### config.mk
export PLATFORM = sky130hd
export DESIGN_NAME = ultrasonic_ranging_controller
export DESIGN_NICKNAME = d
export VERILOG_FILES = /design/src/rtl/urc_pkg.sv /design/src/rtl/ultrasonic_ranging_controller.sv
export SDC_FILE = /design/constraint.sdc
export NUM_CORES = 1
export LEC_CHECK = 0
export BUFFER_PORTS_ARGS = -buffer_cell sky130_fd_sc_hd__buf_2
export CORE_ASPECT_RATIO = 1.25
export CORE_MARGIN = 8
export CORE_UTILIZATION = 30
export DETAILED_ROUTE_END_ITERATION = 8
export SYNTH_ARGS = -nofsm -noshare
export SYNTH_HDL_FRONTEND = slang
export SYNTH_SLANG_ARGS = --single-unit
### constraint.sdc
create_clock -name clk -period 17.7 [get_ports clk]
set_input_delay 2.655 -clock clk [delete_from_list [all_inputs] [get_ports clk]]
set_output_delay 2.655 -clock clk [all_outputs]
set_load 0.005 [all_outputs]
### src/rtl/urc_pkg.sv
package urc_pkg;

  localparam int WIDTH_COUNT_BITS = 16;
  localparam int PERIOD_BITS      = 24;
  localparam int TRIG_BITS        = 8;
  localparam int SHIFT_BITS       = 3;
  localparam int US_BITS          = 16;
  localparam int CM_BITS          = 11;
  localparam int CFG_IDX_BITS     = 2;
  localparam int CFG_DATA_BITS    = 24;

  localparam logic [CFG_IDX_BITS-1:0] REG_PERIOD_TICKS  = 2'd0;
  localparam logic [CFG_IDX_BITS-1:0] REG_TRIGGER_TICKS = 2'd1;
  localparam logic [CFG_IDX_BITS-1:0] REG_TICK_SHIFT    = 2'd2;

  localparam logic [PERIOD_BITS-1:0] PERIOD_TICKS_RST  = 24'd128000;
  localparam logic [TRIG_BITS-1:0]   TRIGGER_TICKS_RST = 8'd20;
  localparam logic [SHIFT_BITS-1:0]  TICK_SHIFT_RST    = 3'd1;

  localparam int CM_DIVISOR = 58;
  // floor(x / 58) == (x * 36158) >> 21 for every 16-bit x
  localparam int CM_RECIP_BITS  = 16;
  localparam logic [CM_RECIP_BITS-1:0] CM_RECIP = 16'd36158;
  localparam int CM_RECIP_SHIFT = 21;
  localparam int CM_PROD_BITS   = US_BITS + CM_RECIP_BITS;

  typedef struct packed {
    logic                 trigger_level;
    logic                 measure_valid;
    logic [US_BITS-1:0]   echo_us;
    logic [CM_BITS-1:0]   distance_cm;
    logic                 timeout_seen;
  } result_t;

endpackage

### src/rtl/ultrasonic_ranging_controller.sv
// Ultrasonic ranging controller. One input transfer per base tick carries the sampled
// echo level; each one yields exactly one result transfer, registered and presented
// on the cycle after the input transfer. A new tick is taken every clock while the
// result register is empty or being drained, so the sustained rate is one tick per
// cycle, set by the single result register. Echo width is counted in ticks,
// saturating, then shifted by tick_shift into microseconds; centimetres come from
// a reciprocal multiply by 1/58. Configuration is written through cfg_we/cfg_index/
// cfg_wdata; index 3 is ignored.
module ultrasonic_ranging_controller (
  input  logic                              clk,
  input  logic                              rst_n,
  input  logic                              cfg_we,
  input  logic [urc_pkg::CFG_IDX_BITS-1:0]  cfg_index,
  input  logic [urc_pkg::CFG_DATA_BITS-1:0] cfg_wdata,
  input  logic                              in_valid,
  output logic                              in_ready,
  input  logic                              in_echo_level,
  output logic                              out_valid,
  input  logic                              out_ready,
  output logic                              out_trigger_level,
  output logic                              out_measure_valid,
  output logic [urc_pkg::US_BITS-1:0]       out_echo_us,
  output logic [urc_pkg::CM_BITS-1:0]       out_distance_cm,
  output logic                              out_timeout_seen
);

  localparam int WCB = urc_pkg::WIDTH_COUNT_BITS;
  localparam logic [WCB-1:0] US_MAX = WCB'((64'd1 << urc_pkg::US_BITS) - 64'd1);

  logic [urc_pkg::PERIOD_BITS-1:0] period_ticks_r;
  logic [urc_pkg::TRIG_BITS-1:0]   trigger_ticks_r;
  logic [urc_pkg::SHIFT_BITS-1:0]  tick_shift_r;

  logic [urc_pkg::PERIOD_BITS-1:0] period_count_r, period_count_nxt;
  logic [urc_pkg::TRIG_BITS-1:0]   trigger_count_r, trigger_count_nxt;
  logic [WCB-1:0]                  width_count_r, width_count_nxt;
  logic                            echo_prev_r;
  logic                            busy_r, busy_nxt;
  logic                            bad_r, bad_nxt;

  logic                            out_valid_r;
  urc_pkg::result_t                res_r, res_nxt;

  logic                            in_xfer;
  logic [urc_pkg::PERIOD_BITS:0]   period_inc;
  logic                            wrap;
  logic                            rise;
  logic                            fall;
  logic [WCB-1:0]                  shifted;
  logic [urc_pkg::US_BITS-1:0]     us_val;
  logic [urc_pkg::CM_PROD_BITS-1:0] cm_prod;

  assign in_ready = !out_valid_r || out_ready;
  assign in_xfer  = in_valid && in_ready;

  // configuration registers
  always_ff @(posedge clk) begin
    if (!rst_n) begin
      period_ticks_r  <= urc_pkg::PERIOD_TICKS_RST;
      trigger_ticks_r <= urc_pkg::TRIGGER_TICKS_RST;
      tick_shift_r    <= urc_pkg::TICK_SHIFT_RST;
    end else if (cfg_we) begin
      unique case (cfg_index)
        urc_pkg::REG_PERIOD_TICKS:  period_ticks_r  <= cfg_wdata;
        urc_pkg::REG_TRIGGER_TICKS: trigger_ticks_r <= cfg_wdata[urc_pkg::TRIG_BITS-1:0];
        urc_pkg::REG_TICK_SHIFT:    tick_shift_r    <= cfg_wdata[urc_pkg::SHIFT_BITS-1:0];
        default: ;
      endcase
    end
  end

  always_comb begin
    period_inc        = {1'b0, period_count_r} + 1'b1;
    wrap              = period_inc >= {1'b0, period_ticks_r};
    period_count_nxt  = wrap ? '0 : period_inc[urc_pkg::PERIOD_BITS-1:0];
    trigger_count_nxt = trigger_count_r;
    bad_nxt           = bad_r;
    busy_nxt          = busy_r;
    width_count_nxt   = width_count_r;
    res_nxt           = '0;

    if (wrap) begin
      if (busy_r) begin
        bad_nxt              = 1'b1;
        res_nxt.timeout_seen = 1'b1;
      end else begin
        trigger_count_nxt = trigger_ticks_r;
      end
    end

    res_nxt.trigger_level = (trigger_count_nxt != '0);
    if (trigger_count_nxt != '0) begin
      trigger_count_nxt = trigger_count_nxt - 1'b1;
    end

    rise = in_echo_level && !echo_prev_r;
    fall = !in_echo_level && echo_prev_r;

    if (rise) begin
      if (!busy_r) begin
        width_count_nxt = '0;
        busy_nxt        = 1'b1;
      end
    end else if (busy_r) begin
      if (width_count_r != '1) begin
        width_count_nxt = width_count_r + 1'b1;
      end
    end

    shifted = width_count_nxt >> tick_shift_r;
    us_val  = (shifted > US_MAX) ? '1 : urc_pkg::US_BITS'(shifted);
    cm_prod = urc_pkg::CM_PROD_BITS'(us_val) * urc_pkg::CM_PROD_BITS'(urc_pkg::CM_RECIP);

    if (!rise && busy_r && fall) begin
      if (!bad_nxt) begin
        res_nxt.measure_valid = 1'b1;
        res_nxt.echo_us       = us_val;
        res_nxt.distance_cm   = cm_prod[urc_pkg::CM_RECIP_SHIFT +: urc_pkg::CM_BITS];
      end else begin
        bad_nxt = 1'b0;
      end
      busy_nxt = 1'b0;
    end
  end

  // measurement state, advanced once per accepted tick
  always_ff @(posedge clk) begin
    if (!rst_n) begin
      period_count_r  <= '0;
      trigger_count_r <= '0;
      width_count_r   <= '0;
      echo_prev_r     <= 1'b0;
      busy_r          <= 1'b0;
      bad_r           <= 1'b0;
    end else if (in_xfer) begin
      period_count_r  <= period_count_nxt;
      trigger_count_r <= trigger_count_nxt;
      width_count_r   <= width_count_nxt;
      echo_prev_r     <= in_echo_level;
      busy_r          <= busy_nxt;
      bad_r           <= bad_nxt;
    end
  end

  always_ff @(posedge clk) begin
    if (!rst_n) begin
      out_valid_r <= 1'b0;
    end else if (in_ready) begin
      out_valid_r <= in_valid;
    end
  end

  always_ff @(posedge clk) begin
    if (in_xfer) begin
      res_r <= res_nxt;
    end
  end

  assign out_valid         = out_valid_r;
  assign out_trigger_level = res_r.trigger_level;
  assign out_measure_valid = res_r.measure_valid;
  assign out_echo_us       = res_r.echo_us;
  assign out_distance_cm   = res_r.distance_cm;
  assign out_timeout_seen  = res_r.timeout_seen;

endmodule

---- Word-level counts from Yosys, hierarchy flattened ----
Index checks and enable logic that the tools add are counted.
operators by class
  order comparisons ....................... 2
  bitwise operators ....................... 1
  equality and inequality tests ........... 3
  multiplexer cells ....................... 16
  add/sub/neg operators ................... 3
  reduce and logical (&&, ||, !) cells .... 18
  shift operators ......................... 1
  multiply operators ...................... 1
operator list
  cell                                                   number
  two-way mux 16 bit                                     5
  multiplier 16 x 15 -> 31 bit, second input constant    1
  two-way mux 28 bit                                     1
  adder 24 x 1 -> 25 bit, second input constant          1
  greater-or-equal comparator 25 x 24 -> 1 bit           1
  two-way mux 24 bit                                     1
  two-way mux 8 bit                                      3
  adder 16 x 1 -> 16 bit, second input constant          1
  greater-than comparator 16 bit, second input constant  1
  inequality test 16 bit, second input constant          1
  >> shifter 16 x 3 -> 16 bit                            1
  AND reduction 2 bit                                    4
  nonzero test 8 bit                                     1
  subtractor 8 x 1 -> 8 bit, second input constant       1
  two-way mux 1 bit                                      6
  logical AND 1 bit                                      5
  zero test 1 bit                                        4
  equality test 2 x 1 -> 1 bit, second input constant    1
  equality test 2 bit, second input constant             1
  zero test 2 bit                                        1
  nonzero test 2 bit                                     1
  OR reduction 2 bit                                     1
  logical OR 1 bit                                       1
  inverter 1 bit                                         1
word-level totals
  output and inout bits ................... 32
  bits in registers ....................... 117

---- Logic depth before layout (Yosys ltp) ----
Gate-level depths: netlist of run 1.
  depth in word-level cells ............... 9
  depth in mapped cells ................... 30

---- Least setup slack after synthesis of run 1 ----
Ideal clock, no wire load.
  path kind ............................... input port to flip-flop
  start point ............................. in in_echo_level
  end point ............................... reg res_r, in the netlist out_distance_cm[8] (data pin)
  buffers on the path ..................... 0
  library setup time ...................... 266 ps
  stages .................................. 27
  slack ................................... 8,292 ps
  arrival time ............................ 9,142 ps
  path through ............................ nand2b_1 nand4_2 a2111oi_0 a211oi_2 mux2i_1 o21ai_1 mux2i_1 inv_1 ha_1 inv_1 fa_1 inv_1 fa_1 fa_1 fa_1 inv_1 fa_1 inv_1 ha_1 a21oi_1 o21ai_0 o311a_1 o21ai_0 a21oi_1 or3_1 xnor2_1 nor2_1
between the ends
  cells in the longest elaborated chain, start to end .. 6
  elaborated cells on any way between the ends .. 13
RTL lines
  item                              RTL line                              text
  from (decl)                       ultrasonic_ranging_controller.sv:17   input logic in_echo_level,
  logical AND 1 bit (*)             ultrasonic_ranging_controller.sv:96   rise = in_echo_level && !echo_prev_r;
  two-way mux 16 bit (*)            ultrasonic_ranging_controller.sv:99   if (rise) begin
  >> shifter 16 x 3 -> 16 bit (*)   ultrasonic_ranging_controller.sv:110  shifted = width_count_nxt >> tick_shift_r;
  greater-than comparator 16 bit    ultrasonic_ranging_controller.sv:111  us_val = (shifted > US_MAX) ? '1 : urc_pkg::US_BITS'(shifted);
  two-way mux 16 bit (*)            ultrasonic_ranging_controller.sv:111
  named net us_val, one bit         ultrasonic_ranging_controller.sv:50   logic [urc_pkg::US_BITS-1:0] us_val;
  multiplier 16 x 15 -> 31 bit (*)  ultrasonic_ranging_controller.sv:112  cm_prod = urc_pkg::CM_PROD_BITS'(us_val) * urc_pkg::CM_PROD_BITS'(urc_pkg::CM_RECIP);
  to (signal assigned)              ultrasonic_ranging_controller.sv:155  res_r <= res_nxt;
  to (decl)                         ultrasonic_ranging_controller.sv:42   urc_pkg::result_t res_r, res_nxt;
Mark *: on every way through the listed nets, which the timed path passes. The rest lies on a longest branch.
A chain may end at the register's enable or synchronous reset.

---- Final worst setup path of run 1 ----
Same ends and word-level chain as after synthesis.

==> results of run 1 <==
-- power by group --
part / switching (mW) / total [mW] / internal, mW / leakage (nW)
registers: 0.0164 / 0.307 / 0.291 / 1.01
clock network: 0.141 / 0.362 / 0.222 / 0.298
logic: 0.130 / 0.223 / 0.0920 / 4.75
total: 0.288 / 0.892 / 0.604 / 6.06
-- layout make-up --
type                    instances  area, sq um  area share
clock buffers                  20          468      0.0370
clock inverters                12          139      0.0110
multi-input cells             934         7750       0.613
well taps                     486          608      0.0481
inverters                     177          664      0.0525
flip-flops and latches        117         2640       0.209
repair buffers                 71          375      0.0297
-- cell usage in the layout (no fill, tap or decap), drive strengths merged, types with 4 or more instances in the layout --
cell	instances
and2	9
ha	140
and4	7
nor2b	11
nor3	32
o211ai	13
a31o	4
nor4	8
o21a	14
and3	13
clkbuf	20
a21oi	86
a21o	18
a31oi	9
mux2i	37
nand2	128
nand3	43
or3	14
fa	76
buf	71
a311oi	11
edfxtp	30
dfxtp	87
a211oi	9
inv	183
o21ai	23
xor2	19
nand3b	7
o31ai	4
nor2	84
nand2b	5
or2	7
nand4	12
a211o	6
xnor2	34
-- state kept, by name, indices dropped and copies added (netlist names) --
name,flops
bad_r,1
busy_r,1
echo_prev_r,1
out_distance_cm,11
out_echo_us,16
out_measure_valid,1
out_timeout_seen,1
out_trigger_level,1
out_valid,1
period_count_r,24
period_ticks_r,24
tick_shift_r,3
trigger_count_r,8
trigger_ticks_r,8
width_count_r,16
-- layer usage --
layer / vias up / share of wire / global-route usage
met2: 167 / 0.49 / 0.232
met4: 0 / 0.029 / 0.0492
met1: 4375 / 0.44 / 0.163
li1: 4489 / - / -
met3: 55 / 0.043 / 0.0319
met5: - / 0 / 0
-- worst max-delay path by stage --
stage,startpoint,end,slack (ns),cells past startpoint
after global routing,in_echo_level,out_distance_cm[9],6.97,28
after detailed placement,in_echo_level,out_distance_cm[8],7.10,28
after global placement,in_echo_level,out_distance_cm[8],7.25,28
after floorplan,in_echo_level,out_distance_cm[8],8.29,27
final,in_echo_level,out_distance_cm[8],7.49,28
after CTS,in_echo_level,out_distance_cm[8],7.52,28
-- per-stage QoR --
step                utilization  setup slack [ns]  area (sq um)
floorplan                     -              8.29         11300
global placement          0.324              7.25         12000
detailed placement        0.324              7.10         12000
CTS                       0.340              7.52         12700
global route              0.340              6.97         12700
finish                    0.340              7.49         12700
-- synthesized netlist by cell type (8+ instances only) --
cell,count,share of area
sky130_fd_sc_hd__clkbuf_1,37,0.012
sky130_fd_sc_hd__o21ai_0,19,0.0084
sky130_fd_sc_hd__o21a_1,14,0.0093
sky130_fd_sc_hd__a311oi_1,9,0.0070
sky130_fd_sc_hd__dfxtp_1,87,0.15
sky130_fd_sc_hd__mux2i_1,36,0.032
sky130_fd_sc_hd__nor2_1,82,0.027
sky130_fd_sc_hd__a211oi_1,8,0.0053
sky130_fd_sc_hd__a21o_1,18,0.012
sky130_fd_sc_hd__o211ai_1,13,0.0087
sky130_fd_sc_hd__inv_1,170,0.057
sky130_fd_sc_hd__xnor2_1,34,0.026
sky130_fd_sc_hd__edfxtp_1,30,0.080
sky130_fd_sc_hd__nor2b_1,11,0.0061
sky130_fd_sc_hd__nand4_1,10,0.0056
sky130_fd_sc_hd__or3_1,14,0.0078
sky130_fd_sc_hd__and3_1,13,0.0072
sky130_fd_sc_hd__nor3_1,30,0.013
sky130_fd_sc_hd__nand3_1,43,0.019
sky130_fd_sc_hd__buf_2,10,0.0044
sky130_fd_sc_hd__nand2_1,128,0.043
sky130_fd_sc_hd__a21oi_1,83,0.037
sky130_fd_sc_hd__ha_1,140,0.16
sky130_fd_sc_hd__fa_1,76,0.14
sky130_fd_sc_hd__nor4_1,8,0.0044
sky130_fd_sc_hd__and2_1,8,0.0044
sky130_fd_sc_hd__xor2_1,19,0.015
-- worst max-delay path, cell delays in order --
cell and delay, ns:
sky130_fd_sc_hd__buf_2 0.13, sky130_fd_sc_hd__nand2b_1 0.36, sky130_fd_sc_hd__nand4_2 0.25, sky130_fd_sc_hd__a2111oi_0 0.59
sky130_fd_sc_hd__a211oi_2 0.22, sky130_fd_sc_hd__mux2i_1 0.22, sky130_fd_sc_hd__o21ai_1 0.14, sky130_fd_sc_hd__mux2i_1 0.37
sky130_fd_sc_hd__inv_1 0.20, sky130_fd_sc_hd__ha_1 0.39, sky130_fd_sc_hd__inv_1 0.08, sky130_fd_sc_hd__fa_1 0.53
sky130_fd_sc_hd__inv_1 0.05, sky130_fd_sc_hd__fa_1 0.52, sky130_fd_sc_hd__fa_1 0.44, sky130_fd_sc_hd__fa_1 0.55
sky130_fd_sc_hd__inv_1 0.06, sky130_fd_sc_hd__fa_1 0.53, sky130_fd_sc_hd__inv_1 0.04, sky130_fd_sc_hd__ha_1 0.32
sky130_fd_sc_hd__a21oi_1 0.14, sky130_fd_sc_hd__o21ai_0 0.14, sky130_fd_sc_hd__o311a_1 0.41, sky130_fd_sc_hd__o21ai_0 0.23
sky130_fd_sc_hd__a21oi_1 0.16, sky130_fd_sc_hd__or3_1 0.39, sky130_fd_sc_hd__xnor2_1 0.16, sky130_fd_sc_hd__nor2_1 0.05
-- kinds of logic (layout without fill, tap and decap cells) --
group	Yosys count	in the layout	share of synthesized area
buffers and inverters	227	280	0.0768
adders and majority gates	216	216	0.291
xor gates and xnor gates	53	53	0.0412
and+or+nand+nor	388	388	0.167
DFF	117	117	0.235
AOI/OAI and AO/OA	234	234	0.146
muxes	43	43	0.0434
==> summary by stage, run 1 <==
Routing
The DRC marker count from the first detailed-route iteration is 533. Once detail routing completed, the nets flagged for antenna violations numbered 0. After detailed routing, the number of remaining DRC violations is 0. The final routed wirelength across all metal layers is between 20000 and 30000 microns.

The number of detailed-route iterations in the first pass is 5. The total vias in the final route is ~9000. In the final routed layout, each cell accounts on average for approximately 16 microns.

The via density per instance is 5.00.

Synth
The post-synthesis cell count is roughly 1300. The count of flip-flops with a built-in enable after synthesis is 30. A synthesized cell averages around 9 sq um.

The post-synthesis net count is ~1500. The number of library cell types mapped by synthesis is between 80 and 90. The yosys synthesis warning count is 0. Of all flip-flops after synthesis, the portion carrying an async set or reset was 0. After synthesis the netlist holds a flip-flop and latch count of between 100 and 150.

The dominant synthesized flop cell is sky130_fd_sc_hd__dfxtp_1. The mapped netlist covers approximately 11000 sq um. The sequential share of the synthesized area is 0.235.

Final layout
The net count reported at finish is 1566. The fill cell total of the finished layout is 3881. The number of antenna cells inserted is 0.

After the flow finishes, the layout carries non-filler instances totaling between 1500 and 2000. The fraction of layout cells with a size suffix above 1 is 0.113. Relative to the synthesized area, the layout overhead comes to 12.4%.

Place
The detailed-placement wirelength estimate is about 22000 microns. The final RePlAce weighted congestion is approximately 0.9. The number of port buffers is between 60 and 70. After detailed placement, the design holds a cell count of about 1800.

Floorplanning
For this configuration, the core starts out at a cell density of 0.303. The area of the core is 37200 sq um. The width of the die is roughly 190 microns.

The vertical die dimension is about 230 microns. The overall die area is approximately 44000 sq um. Row generation in the floorplan step produced 79 rows. The number of top-level pins is 64.

Critical path
At the worst endpoint, the required time is around 18 ns. The critical path is of the input pin to flop type. The worst setup path is launched from an input pin.

The largest fanout on the critical path is 13. The worst register-to-register path ends at out_distance_cm[8]. Data on the critical path arrives at its endpoint at 10.35 ns. The worst register-to-register path has a depth of 27.

Across all register-to-register paths, the minimum setup slack is between 9 and 10 ns. The type of element capturing the critical path is a flop. In this run the critical register-to-register path is launched from width_count_r[0].

GRT
The initial antenna violation count is 0. The global-route wire length before repair is 48400 microns. The overall routing resource usage is 0.135. The number of global-route vias before repair is between 9000 and 10000. Entering global routing, the biggest net connects between 70 and 80 pins. The total overflow left after global routing is 0.

Run status
The flow ran to the end, and the final reports show no timing, DRC or antenna violations.

Timing
For the pin with the worst max-slew slack, the measured transition is 0.995 ns. Setup repair after global routing left no endpoint under its margin. The total count of max-transition violations in the final report is 0. The total negative slack for setup checks is 0 ns. The clock skew after layout is 0.0119 ns. After layout, the minimum clock period comes to just over 10 ns.

Hold timing on the final database bottoms out at a slack of 0.457 ns. The hold violation count in the final report is 0. Setup violations remaining at the end of the flow were counted as 0. In this run the tightest slew margin relative to its limit is 0.330.

Static timing analysis puts the maximum clock frequency at ~98 MHz. The fraction of the cycle the final worst path needs is 0.577.

Clocking
The maximum level of the CTS H-tree is 4. The total setup buffers inserted after CTS is 0. TritonCTS built the clock tree. The tree is rooted in a sky130_fd_sc_hd__clkbuf_16. The clock passes through at most 2 buffers. The total clock sinks is approximately 120. The quantity of gates resized following cts is 0.

After clock tree synthesis, the clock-pin slew on the worst setup and hold paths is about 0.060 ns. For the worst-skew pair, the clock arrives at the later sink with an insertion delay of approximately 0.43 ns. Hold repair after CTS inserted 0 buffers. Counting the buffers created by CTS gives 17.

Hold path
The min-delay analysis places its worst path in the category flop to flop. The startpoint of the most critical hold path is period_ticks_r[2]. The sink of the worst hold path is period_ticks_r[2].

The instance count along the most critical hold path is 2.

Power and ir drop
In this run the power density over the cells is 70.5 nW/um^2. The final total power is a little under 0.9 mW. Across the VDD grid, the largest voltage drop is roughly 0.000066 V. The cell leakage power is 6.06 nW.

Job
The max capacitance violation total is 0.
Note: power is estimated with default switching activity, not from simulation.
==> run 2: changes to the inputs <==
--- a/config.mk
+++ b/config.mk
@@ -5,6 +5,7 @@
 export SDC_FILE = /design/constraint.sdc
 export NUM_CORES = 1
 export LEC_CHECK = 0
+export ABC_AREA = 1
 export BUFFER_PORTS_ARGS = -buffer_cell sky130_fd_sc_hd__buf_2
 export CORE_ASPECT_RATIO = 1.25
 export CORE_MARGIN = 8
==> constraint.sdc (replaced) <==
create_clock -name clk -period 9.9 [get_ports clk]
set_input_delay 1.485 -clock clk [delete_from_list [all_inputs] [get_ports clk]]
set_output_delay 1.485 -clock clk [all_outputs]
set_load 0.005 [all_outputs]
==> summary by stage, run 2 <==
Run status
The flow ran to the end, and the final reports show no timing, DRC or antenna violations.

GRT
The number of global-route vias before repair is 10200. The initial antenna violation count is 1. For this run, the total global-route usage over all layers was measured as 0.138. The global-route wire length before repair is ~51000 microns.

The total congestion overflow is 0. Entering global routing, the biggest net connects 57 pins.

Routing
The post-route DRC violation count is 0. The via density per instance is ~4.8. Across all layers, the routed design uses 10000 vias. The pre-antenna-repair detailed-routing pass consisted of 5 iterations.

In this run the remaining antenna-violating nets after routing total 0. The average wire per standard cell is around 15 microns. The final layout contains routed wiring with a total length of around 31000 microns.

The DRC marker count from the first detailed-route iteration is between 400 and 500.

Clocking
TritonCTS built the clock tree. The number of buffers inserted for hold repair after clock tree synthesis is 0. The total clock sinks is between 100 and 150. The H-tree generated during clock tree synthesis spans 4 levels. The root buffer selected by CTS is sky130_fd_sc_hd__clkbuf_16. The number of buffers on the longest clock path is 2. In this run, CTS created clock tree buffers numbering 17. The worst-skew pair later-pin latency is about 0.43 ns. Once the clock tree was built, the setup fixing pass inserted 0 buffers. Gates resized during post-CTS repair numbered 0. Clock-pin slew was measured on the worst setup and hold paths at ~0.06 ns.

Synth
By count the netlist is led by sky130_fd_sc_hd__nand2_1, sky130_fd_sc_hd__inv_1, sky130_fd_sc_hd__ha_1. The most numerous cell in the Yosys netlist is sky130_fd_sc_hd__nand2_1. A synthesized cell averages between 7 and 8 sq um. By area the synthesized netlist is led by sky130_fd_sc_hd__ha_1, sky130_fd_sc_hd__dfxtp_1, sky130_fd_sc_hd__fa_1.

The synthesized netlist occupies a cell area of approximately 12000 sq um. The number of library cell types mapped by synthesis is between 50 and 60. The dominant synthesized flop cell is sky130_fd_sc_hd__dfxtp_1. The number of register bits inferred by synthesis is 117. Of the post-synthesis cell area, the dominant cell type holds 0.149. The Yosys step of the flow raised 0 warnings. The sequential share of the synthesized area is 0.225. Yosys mapped a number of flops with a built-in enable equal to 30. The post-synthesis net count is about 1800. The fraction of registers with async set/reset is 0. After technology mapping, the gate count stands at ~1600. Summed over all instances, the cell type with the most area after synthesis is sky130_fd_sc_hd__ha_1.

Job
The max capacitance violation total is 0.

Timing
The total count of max-transition violations in the final report was 0. The clock arrives with between 0.01 and 0.015 ns of skew. The worst pin sits at a relative slew slack of 0.278. The final-report setup violation count is 0. Setup repair after global routing left no endpoint under its margin.

The final worst hold slack is 0.463 ns. The fraction of the cycle the final worst path needs is 0.834. The minimum clock period after layout is 8.26 ns. The hold violation count in the final report is 0. For the final routed database, the setup TNS stands at 0 ns.

The transition at the pin with the smallest max-transition slack is 1.08 ns. The highest clock frequency the design can meet is about 120 MHz.

Floorplanning
In this run the count of I/O pins placed on the die edge is between 60 and 70. The vertical die dimension is around 240 microns. The area of the core is 38800 sq um. The initial standard-cell utilization of the core is 0.302.

The overall die area is 45700 sq um. The width of the die is 193 microns. In this run the core area contains 81 standard-cell rows.

Critical path
Among all stages on the critical path, the largest delay is contributed by sky130_fd_sc_hd__fa_1. The startpoint identified for the worst register-to-register timing path is width_count_r[0]. The startpoint kind of the worst setup timing path is an input pin. The start-to-end type of the worst setup path is input pin to flop. The largest fanout on the critical path is 11. Data on the critical path arrives at its endpoint at 8.43 ns. The cell that appears most often on the critical path is sky130_fd_sc_hd__nand2_1. The launching element of the worst setup path is in_echo_level. The type of element capturing the critical path is a flop. STA puts the critical path data required time at 10.07 ns. In this design, the stage delay of the slowest critical-path cell is about 0.54 ns.

Final layout
The fraction of layout cells with a size suffix above 1 is 0.113. The multi-input combinational cells in the finished layout cover a total of ~8000 sq um. After filler insertion, the fill cell instance count of the layout stands at between 4000 and 5000. The net count reported at finish is 1846. The number of antenna cells inserted is 0.

The area overhead of the layout relative to synthesis is 12.0%. The flip-flop and latch area is 2640 sq um. Once layout is done, the placed cells without fillers occupy ~13000 sq um. Leaving out fill and tap cells, the most frequent cells in the layout are sky130_fd_sc_hd__nand2_1, sky130_fd_sc_hd__inv_1, sky130_fd_sc_hd__ha_1, sky130_fd_sc_hd__nand3_1, sky130_fd_sc_hd__a21oi_1. In the final layout, the registers with the most flip-flops are period_count_r (24), period_ticks_r (24). At the end of the flow the core is filled with cells to 0.338.

The library cell used most frequently in the layout, excluding fill and tap cells, is sky130_fd_sc_hd__nand2_1.

Power and ir drop
The fraction of power consumed by combinational cells is 0.675. The analysis attributes to cell leakage a power of about 6.6 nW. The switching power is roughly 1.9 mW. Internal power comes to 1.82 mW. The clock power share is 0.178.

Power spread over the standard cell area amounts to 280 nW/um^2. The highest ir drop seen on vdd is roughly 0.00024 V. The share of total power dissipated in sequential elements is 0.147. Of the total power, the share spent switching nets is 0.506.

Hold path
The min-delay analysis places its worst path in the category flop to flop. The worst hold path begins at trigger_ticks_r[4].

Place
The final RePlAce weighted congestion is around 0.9. The number of port buffers is 63. After legalization and detailed placement, the total HPWL measured 24400 microns. Summing all placed instances gives a cell area of about 13000 sq um.
==> run 2: cell types whose count changed after synthesis, moves of 16 or more <==
| cell | delta |
|---|---|
| sky130_fd_sc_hd__nor3_1 | -19 |
| sky130_fd_sc_hd__mux2i_1 | -36 |
| sky130_fd_sc_hd__nor2_1 | +20 |
| sky130_fd_sc_hd__a21oi_1 | +22 |
| sky130_fd_sc_hd__inv_1 | +105 |
| sky130_fd_sc_hd__xnor2_1 | -26 |
| sky130_fd_sc_hd__nand3_1 | +65 |
| sky130_fd_sc_hd__o21ai_0 | +45 |
| sky130_fd_sc_hd__nand2_1 | +176 |
| sky130_fd_sc_hd__nand2_2 | +16 |
==> run 2: metrics by stage <==
stage | cells | setup WS [ns] | power (mW)
floorplan | 1554 | 2.10 | 2.47
global placement | 2077 | 1.28 | 3.00
detailed placement | 2077 | 1.20 | 3.04
CTS | 2109 | 1.65 | 3.73
global route | 2109 | 1.05 | 4.17
finish | 2109 | 1.64 | 3.68
==> run 2: logic make-up after synthesis <==
family	count (synthesis)	share of synthesized area
buffers and inverters	334	0.109
AND/OR/NAND/NOR	609	0.239
flip-flops	117	0.225
XOR/XNOR	36	0.0269
adder cells (fa/ha/maj)	216	0.279
AO/OA/AOI/OAI	242	0.121
==> run 2: final cells by class <==
type,count,area share
multi-input cells,1103,0.594
flip-flops and latches,117,0.201
inverters,290,0.0829
well taps,498,0.0474
clock buffers,19,0.0346
repair buffers,69,0.0274
clock inverters,13,0.0120
==> run 2: final timing paths <==
path	to	slack (ns)	depth (start not counted)
worst min-delay path	trigger_ticks_r[4]	0.46	2
worst max-delay path	out_distance_cm[9]	1.64	38
worst min register to register	trigger_ticks_r[4]	0.46	2
worst max register to register	out_distance_cm[9]	2.21	33
==> run 2: critical path: cells and delay by family <==
family,cells,cell delay [ns]
AND/OR/NAND/NOR,13,1.49
AO/OA/AOI/OAI,7,1.05
adder cells (fa/ha/maj),7,3.31
buffers and inverters,11,1.08
==> run 2: power by group through the flow <==
stage	sequential (mW)	combinational, mW	clock [mW]
2_1_floorplan	0.545	1.93	0
3_3_place_gp	0.552	2.45	0
3_5_place_dp	0.552	2.49	0
4_1_cts	0.542	2.51	0.675
5_1_grt	0.545	2.93	0.697
6_report	0.541	2.48	0.657
==> run 2: metal layers <==
| layer | GRT usage | part of all wire | up-vias |
|---|---|---|---|
| met5 | 0 | 0.00033 | - |
| met4 | 0.0431 | 0.023 | 2 |
| li1 | - | - | 5107 |
| met2 | 0.253 | 0.51 | 185 |
| met3 | 0.0215 | 0.034 | 43 |
| met1 | 0.161 | 0.43 | 4691 |
